$ cat config.mk
export PLATFORM = sky130hd
export DESIGN_NAME = dspe_ctrl
export DESIGN_NICKNAME = d
export VERILOG_FILES = /design/src/design/dspe_pkg.sv /design/src/design/dspe_ctrl.sv
export SDC_FILE = /design/constraint.sdc
export NUM_CORES = 1
export LEC_CHECK = 0
export BUFFER_PORTS_ARGS = -buffer_cell sky130_fd_sc_hd__buf_2
export CAP_MARGIN = 20
export CORE_AREA = 2 2 56 58
export DETAILED_ROUTE_END_ITERATION = 10
export DIE_AREA = 0 0 58 60
export GPL_ROUTABILITY_DRIVEN = 0
export PLACE_DENSITY_LB_ADDON = 0.12
export SLEW_MARGIN = 20
export SYNTH_ARGS = -nofsm -noshare
export SYNTH_HDL_FRONTEND = slang
export SYNTH_SLANG_ARGS = --single-unit
$ cat constraint.sdc
create_clock -name clk_i -period 2.3 [get_ports clk_i]
set_input_delay 0.115 -clock clk_i [delete_from_list [all_inputs] [get_ports clk_i]]
set_output_delay 0.115 -clock clk_i [all_outputs]
set_load 0.01 [all_outputs]
$ cat src/design/dspe_pkg.sv
package dspe_pkg;

  // Fixed widths of the channel fields.
  localparam int unsigned VERTEX_FIELD_W = 4;
  localparam int unsigned WEIGHT_FIELD_W = 16;
  localparam int unsigned DIST_FIELD_W   = 20;

  // Configuration port.
  localparam int unsigned CFG_INDEX_W = 2;
  localparam int unsigned CFG_DATA_W  = 5;
  localparam int unsigned COUNT_REG_W = 5;
  localparam int unsigned SOURCE_REG_W = 4;

  localparam logic [CFG_INDEX_W-1:0] CFG_VERTEX_COUNT  = 2'd0;
  localparam logic [CFG_INDEX_W-1:0] CFG_SOURCE_VERTEX = 2'd1;

  localparam logic [COUNT_REG_W-1:0]  VERTEX_COUNT_RESET  = 5'd16;
  localparam logic [SOURCE_REG_W-1:0] SOURCE_VERTEX_RESET = 4'd0;

  // Input operation codes.
  localparam logic OP_WRITE = 1'b0;
  localparam logic OP_RUN   = 1'b1;

  // Commands from the controller to the datapath.
  typedef struct packed {
    logic mat_wr;       // write one matrix entry from the input beat
    logic start;        // a run begins: clear the unsettled set
    logic rd_init;      // read source row entry at the current index
    logic rd_relax;     // read settled row entry and distance at the index
    logic settle;       // settle the best vertex found in the last pass
    logic rd_out;       // read distance at the index for reporting
    logic load_out;     // load the output register
    logic out_last;     // the loaded result closes the run
    logic out_unreach;  // report the loaded result as unreachable
  } dspe_cmd_t;

  // Status from the datapath to the controller.
  typedef struct packed {
    logic found;     // an unsettled vertex was seen in the last pass
    logic out_free;  // the output register can take a result this cycle
  } dspe_stat_t;

endpackage

$ cat src/design/dspe_ctrl.sv
module dspe_ctrl #(
  parameter int unsigned MAX_VERTICES = 16
) (
  input  logic                                    clk_i,
  input  logic                                    rst_ni,
  input  logic                                    in_valid_i,
  output logic                                    in_stall_o,
  input  logic                                    operation_i,
  input  logic [dspe_pkg::VERTEX_FIELD_W-1:0]     from_vertex_i,
  input  logic [dspe_pkg::VERTEX_FIELD_W-1:0]     to_vertex_i,
  input  logic                                    cfg_valid_i,
  output logic                                    cfg_ready_o,
  input  logic [dspe_pkg::CFG_INDEX_W-1:0]        cfg_index_i,
  input  logic [dspe_pkg::CFG_DATA_W-1:0]         cfg_data_i,
  input  dspe_pkg::dspe_stat_t                    stat_i,
  output dspe_pkg::dspe_cmd_t                     cmd_o,
  output logic [$clog2(MAX_VERTICES)-1:0]         idx_o,
  output logic [$clog2(MAX_VERTICES)-1:0]         src_o
);

  localparam int unsigned VW = $clog2(MAX_VERTICES);
  localparam int unsigned NW = $clog2(MAX_VERTICES + 1);

  typedef enum logic [6:0] {
    S_IDLE   = 7'b0000001,
    S_INIT   = 7'b0000010,
    S_DRAIN  = 7'b0000100,
    S_SETTLE = 7'b0001000,
    S_RELAX  = 7'b0010000,
    S_ORD    = 7'b0100000,
    S_OLOAD  = 7'b1000000
  } ctrl_state_e;

  ctrl_state_e state_q, state_d;
  logic [VW-1:0] idx_q, idx_d;
  logic unreach_q, unreach_d;
  logic [dspe_pkg::COUNT_REG_W-1:0]  vcount_q;
  logic [dspe_pkg::SOURCE_REG_W-1:0] source_q;
  logic [NW-1:0] n_eff;
  logic idx_last;
  logic src_ok;
  logic accept;
  logic wr_in_range;

  // Configuration registers; writes are always taken.
  assign cfg_ready_o = 1'b1;

  always_ff @(posedge clk_i or negedge rst_ni) begin
    if (!rst_ni) begin
      vcount_q <= dspe_pkg::VERTEX_COUNT_RESET;
      source_q <= dspe_pkg::SOURCE_VERTEX_RESET;
    end else if (cfg_valid_i) begin
      case (cfg_index_i)
        dspe_pkg::CFG_VERTEX_COUNT: begin
          vcount_q <= cfg_data_i[dspe_pkg::COUNT_REG_W-1:0];
        end
        dspe_pkg::CFG_SOURCE_VERTEX: begin
          source_q <= cfg_data_i[dspe_pkg::SOURCE_REG_W-1:0];
        end
        default: begin
        end
      endcase
    end
  end

  // Effective vertex count: zero acts as one, large values clamp.
  always_comb begin
    if (vcount_q == '0) begin
      n_eff = NW'(1);
    end else if (32'(vcount_q) > MAX_VERTICES) begin
      n_eff = NW'(MAX_VERTICES);
    end else begin
      n_eff = NW'(vcount_q);
    end
  end

  assign idx_last    = (32'(idx_q) + 32'd1) == 32'(n_eff);
  assign src_ok      = 32'(source_q) < 32'(n_eff);
  assign src_o       = VW'(source_q);
  assign idx_o       = idx_q;
  assign in_stall_o  = (state_q != S_IDLE);
  assign accept      = in_valid_i && (state_q == S_IDLE);
  assign wr_in_range = (32'(from_vertex_i) < MAX_VERTICES) &&
                       (32'(to_vertex_i) < MAX_VERTICES);

  // Sequencer: load source row, then one relaxation pass per settled vertex,
  // then stream the distances out; a source beyond the vertex count goes straight to streaming.
  always_comb begin
    state_d   = state_q;
    idx_d     = idx_q;
    unreach_d = unreach_q;
    cmd_o     = '0;
    case (state_q)
      S_IDLE: begin
        if (accept) begin
          if (operation_i == dspe_pkg::OP_RUN) begin
            cmd_o.start = 1'b1;
            idx_d       = '0;
            unreach_d   = !src_ok;
            state_d     = src_ok ? S_INIT : S_ORD;
          end else begin
            cmd_o.mat_wr = wr_in_range;
          end
        end
      end
      S_INIT: begin
        cmd_o.rd_init = 1'b1;
        if (idx_last) begin
          state_d = S_DRAIN;
        end else begin
          idx_d = idx_q + VW'(1);
        end
      end
      S_RELAX: begin
        cmd_o.rd_relax = 1'b1;
        if (idx_last) begin
          state_d = S_DRAIN;
        end else begin
          idx_d = idx_q + VW'(1);
        end
      end
      S_DRAIN: begin
        state_d = S_SETTLE;
      end
      S_SETTLE: begin
        idx_d = '0;
        if (stat_i.found) begin
          cmd_o.settle = 1'b1;
          state_d      = S_RELAX;
        end else begin
          state_d = S_ORD;
        end
      end
      S_ORD: begin
        cmd_o.rd_out = 1'b1;
        state_d      = S_OLOAD;
      end
      S_OLOAD: begin
        if (stat_i.out_free) begin
          cmd_o.load_out    = 1'b1;
          cmd_o.out_last    = idx_last;
          cmd_o.out_unreach = unreach_q;
          if (idx_last) begin
            state_d = S_IDLE;
          end else begin
            idx_d   = idx_q + VW'(1);
            state_d = S_ORD;
          end
        end
      end
      default: begin
        state_d = S_IDLE;
      end
    endcase
  end

  always_ff @(posedge clk_i or negedge rst_ni) begin
    if (!rst_ni) begin
      state_q   <= S_IDLE;
      idx_q     <= '0;
      unreach_q <= 1'b0;
    end else begin
      state_q   <= state_d;
      idx_q     <= idx_d;
      unreach_q <= unreach_d;
    end
  end

endmodule

# Word-level counts from Yosys, hierarchy flattened
# Index checks and enable logic that the tools add are counted.
# op_classes
addsub	2
order_cmp	2
n_eq_ne	14
muxes	26
n_reduce_logical	11
# op_table
op	n
7-bit one-hot mux with 6 select lines	1
7-bit two-way mux	4
6-bit two-way mux	3
4-bit two-way mux	4
4-bit one-hot mux with 4 select lines	1
5-bit two-way mux	2
4-bit AND reduction	2
7-bit by 1-bit equality test with 1-bit output (second input constant)	1
7-bit by 2-bit equality test with 1-bit output (second input constant)	1
7-bit by 3-bit equality test with 1-bit output (second input constant)	1
7-bit by 4-bit equality test with 1-bit output (second input constant)	1
7-bit by 5-bit equality test with 1-bit output (second input constant)	1
7-bit by 6-bit equality test with 1-bit output (second input constant)	1
7-bit equality test (second input constant)	1
1-bit two-way mux	7
7-bit by 1-bit inequality test with 1-bit output (second input constant)	1
3-bit two-way mux	2
2-bit inequality test (second input constant)	3
4-bit by 1-bit adder with 5-bit output (second input constant)	1
5-bit equality test	1
5-bit > comparator (second input constant)	1
5-bit logical NOT	1
4-bit by 5-bit < comparator with 1-bit output	1
4-bit by 1-bit adder with 4-bit output (second input constant)	1
10 further kinds	12
# totals
register_bits	21
wordCells	60

# Longest topological paths before layout
# logic_depth
ltp_word	8
ltp_mapped	8

# Least setup slack after synthesis
# Ideal clock, no wire load.
# synth_path
kind	register to register
start	register idx_q[0] (netlist: idx_o[0])
end	register idx_q[3] (netlist: idx_o[3])
setup_time_ns	0.065
t_arrival_ns	1.936
path_slack_ns	0.299
path_stages_with_launch	9
n_path_buf	1
period_less_slack_ns	2.001
path_cell_list	dfrtp_1 > ha_1 > xnor2_1 > xnor2_1 > nand2_1 > or3_4 > buf_6 > a211o_1 > nand2_1
# synth_between
elab_chain_len	5
word_cells_on_any_way	6
classes_between	add/sub: 2; eq/ne: 1; mux: 3
# synth_lines
element	line_no	rtl
start: declaration	dspe_ctrl.sv:35	logic [VW-1:0] idx_q, idx_d;
start signal: assignment	dspe_ctrl.sv:164	idx_q <= idx_d;
4-bit by 1-bit adder with 5-bit output	dspe_ctrl.sv:77	assign idx_last = (32'(idx_q) + 32'd1) == 32'(n_eff);
5-bit equality test	dspe_ctrl.sv:77	
4-bit two-way mux *	dspe_ctrl.sv:108, dspe_ctrl.sv:116, dspe_ctrl.sv:143	
4-bit two-way mux	dspe_ctrl.sv:139	if (stat_i.out_free) begin
4-bit one-hot mux with 4 select lines *	dspe_ctrl.sv:93	case (state_q)
# Mark *: on every way between the ends. The rest lies on a longest branch, timed or not. The select of a mux whose other input is x is not followed.
# A chain may end at the register's enable or synchronous reset.

==> impl_metrics.env <==
export IMPL_synth_fa_ha_area_frac=0.0357
export IMPL_cp_start_kind="flip-flop"
export IMPL_route_detailed_drc=0
export IMPL_crit_required_ns=2.18
export IMPL_pwr_share_clk=0.117
export IMPL_vias=1167
export IMPL_cts_root_buf="clkbuf_4"
export IMPL_synth_seq_cells=21
export IMPL_grt_max_degree=22
export IMPL_worst_slew_pin_slew_ns=0.727
export IMPL_swShare=0.395
export IMPL_finalSetupViolCount=0
export IMPL_ys_async_sr_fraction=1.00
export IMPL_fin_crit_sh=0.936
export IMPL_slew_violations=0
export IMPL_grt_pass1_vias=1085
export IMPL_worstReg2RegEnd="idx_o[2]"
export IMPL_grt_pass1_wl_um=4690
export IMPL_ios=41
export IMPL_clock_sinks=21
export IMPL_drt_total_wl_um=2840
export IMPL_power_leakage_nw=0.785
export IMPL_worstSetupEndpointType="output pin"
export IMPL_die_area_um2=3480
export IMPL_hold_start="cfg_data_i[4]"
export IMPL_yosys_most_used_dff="dfrtp_1"
export IMPL_ys_types=54
export IMPL_synth_nets=162
export IMPL_cts_buffers=3
export IMPL_synth_area_leaders="dfrtp_1 34%, mux2_2 7.2%, dfstp_2 3.8%"
export IMPL_layout_drive_gt1_share=0.392
export IMPL_final_hold_violation_count=0
export IMPL_rsz0062_at_grt="no"
export IMPL_clk_pin_slew_ns=0.12
export IMPL_htree_levels=1
export IMPL_min_period_ns=2.15
export IMPL_initial_utilization=0.482
export IMPL_postPlaceCellArea_um2=1550
export IMPL_syn_inst=136
export IMPL_final_cell_area_um2=1640
export IMPL_viasPerCell=5.72
export IMPL_ir_drop_mv=0.528
export IMPL_ys_warn_count=0
export IMPL_fin_tns_setup_ns=0
export IMPL_rr_worst_depth=8
export IMPL_diodes=0
export IMPL_postSynthAreaPerCell_um2=10.3
export IMPL_worstPathMaxFanout=8
export IMPL_die_h_um=60
export IMPL_synth_top_cell_area_share=0.340
export IMPL_layout_commonest_cell="buf_2"
export IMPL_wire_per_inst_um=13.9
export IMPL_clkLatencyLatePin_ns=0.30
export IMPL_synth_top_family_by_area="simple AND/OR/NAND/NOR gates"
export IMPL_holdWs_ns=0.0385
export IMPL_min_path_cells=2
export IMPL_antenna_found_initial=0
export IMPL_critPathKind="reg2out"
export IMPL_place_hpwl_um=2120
export IMPL_outcome="finished clean"
export IMPL_p_comb_frac=0.519
export IMPL_internal_power_mw=0.919
export IMPL_synth_edf_count=0
export IMPL_die_x_um=58
export IMPL_cts_tree="built"
export IMPL_crit_start="state_q[4]"
export IMPL_drt_pass1_iter_count=4
export IMPL_pre_cts_ws_ns=0.181
export IMPL_synth_mux_area_frac=0.0795
export IMPL_slew_headroom=0.514
export IMPL_syn_area_um2=1400
export IMPL_rrSetupSlack_ns=0.20
export IMPL_p_switching_mw=0.600
export IMPL_synth_xor_xnor_area_share=0.0536
export IMPL_final_cell_mix="31 x buf_2, 18 x dfrtp_1, 9 x nor2_1, 9 x mux2_2"
export IMPL_grt_total_usage=0.173
export IMPL_fp_row_count=20
export IMPL_holdPathEnd="vcount_q[4]"
export IMPL_power_density_nw_per_um2=925
export IMPL_cts_max_path_buffers=2
export IMPL_drtIter0Drc=48
export IMPL_hp_class="in2reg"
export IMPL_yosysTopAreaCell="dfrtp_1"
export IMPL_utilization=0.566
export IMPL_ys_seq_area_frac=0.377
export IMPL_syn2layout_area_growth_pct=17.3
export IMPL_reg2reg_from="idx_o[1]"
export IMPL_cp_arrival_ns=2.04
export IMPL_ant_nets=0
export IMPL_fin_ws_ns=0.147
export IMPL_synth_compound_area_frac=0.138
export IMPL_grt_overflow_total=0
export IMPL_synth_simple_area_share=0.258
export IMPL_p_seq_frac=0.364
export IMPL_fin_worst_skew_ns=0.0116
export IMPL_io_buffers=31
export IMPL_core_area_um2=2900
export IMPL_fmax_ghz=0.464
export IMPL_nets=198
export IMPL_drv_cap=0
-- worst max-delay path, cell delays in order, from the launching register on --
cell and delay, ns:
dfrtp_1 0.51, or3_4 0.40, nand2b_1 0.22, nor3b_1 0.40
buf_2 0.21
-- metal layers --
metal / GRT usage / part of all wire / vias up
met5: 0 / 0 / -
li1: - / - / 564
met2: 0.328 / 0.54 / 24
met1: 0.206 / 0.42 / 577
met4: 0.0465 / 0.0060 / 0
met3: 0.0195 / 0.033 / 2
-- power by group through the flow --
stage	Clock, mW	Sequential [mW]	Combinational (mW)
after floorplan	0	0.525	0.610
after global placement	0	0.555	0.720
after detailed placement	0	0.560	0.730
after CTS	0.183	0.552	0.738
after global routing	0.199	0.570	0.881
final	0.178	0.552	0.789
-- registers in the layout, indices dropped and copies added, names as in the netlist --
register and count:
state_q 7, vcount_q 5, idx_o 4, src_o 4, unreach_q 1
-- cell usage after synthesis (2+ instances only) --
| master | number |
|---|---|
| buf_2 | 2 |
| a21oi_1 | 4 |
| xor2_1 | 4 |
| dfrtp_1 | 19 |
| a22oi_1 | 2 |
| nor3_1 | 2 |
| dfstp_2 | 2 |
| buf_4 | 2 |
| mux2_2 | 9 |
| a211oi_1 | 2 |
| o21ai_0 | 2 |
| nor4_1 | 3 |
| a211o_1 | 2 |
| and3_1 | 3 |
| xnor2_1 | 2 |
| inv_1 | 8 |
| buf_6 | 2 |
| nand2_1 | 8 |
| or3_4 | 2 |
| nand2b_1 | 4 |
| nor2_1 | 9 |
| nor3b_1 | 3 |
| ha_1 | 4 |
| nor2b_1 | 3 |
| nand3_1 | 4 |
-- metrics by stage --
stage          total power, mW  std cells
6_report                  1.52        204
5_1_grt                   1.65        204
4_1_cts                   1.47        199
3_5_place_dp              1.29        194
3_3_place_gp              1.28        194
2_1_floorplan             1.13        136
-- worst max-delay path by stage --
stage                           to  slack (ns)
after floorplan           idx_o[3]        0.30
after global placement    idx_o[2]        0.21
after detailed placement  idx_o[2]        0.18
after CTS                 cmd_o[1]        0.03
after global routing      cmd_o[1]        0.05
final                     cmd_o[3]        0.15
-- cells by family after synthesis --
logic type,after synthesis
AND/OR/NAND/NOR,55
AO/OA/AOI/OAI,24
flip-flops,21
buffers and inverters,14
multiplexers,10
XOR/XNOR,7
adder cells (fa/ha/maj),4
other,1
-- timing repair --
action                     in CTS  in global routing
resized for setup               0                  3
setup buffers                   0                  4
hold buffers                    1                  0
hold endpoints to repair       19                  0
setup endpoints to repair       0                  2
-- area by class of cell --
cell class | instances | area [um^2]
inverters | 8 | 30.0
fillers | 259 | 1260
flip-flops and latches | 21 | 529
well taps | 33 | 41.3
repair buffers | 36 | 195
multi-input cells | 102 | 821
clock buffers | 4 | 26.3
(Power assumes the default switching activity.)
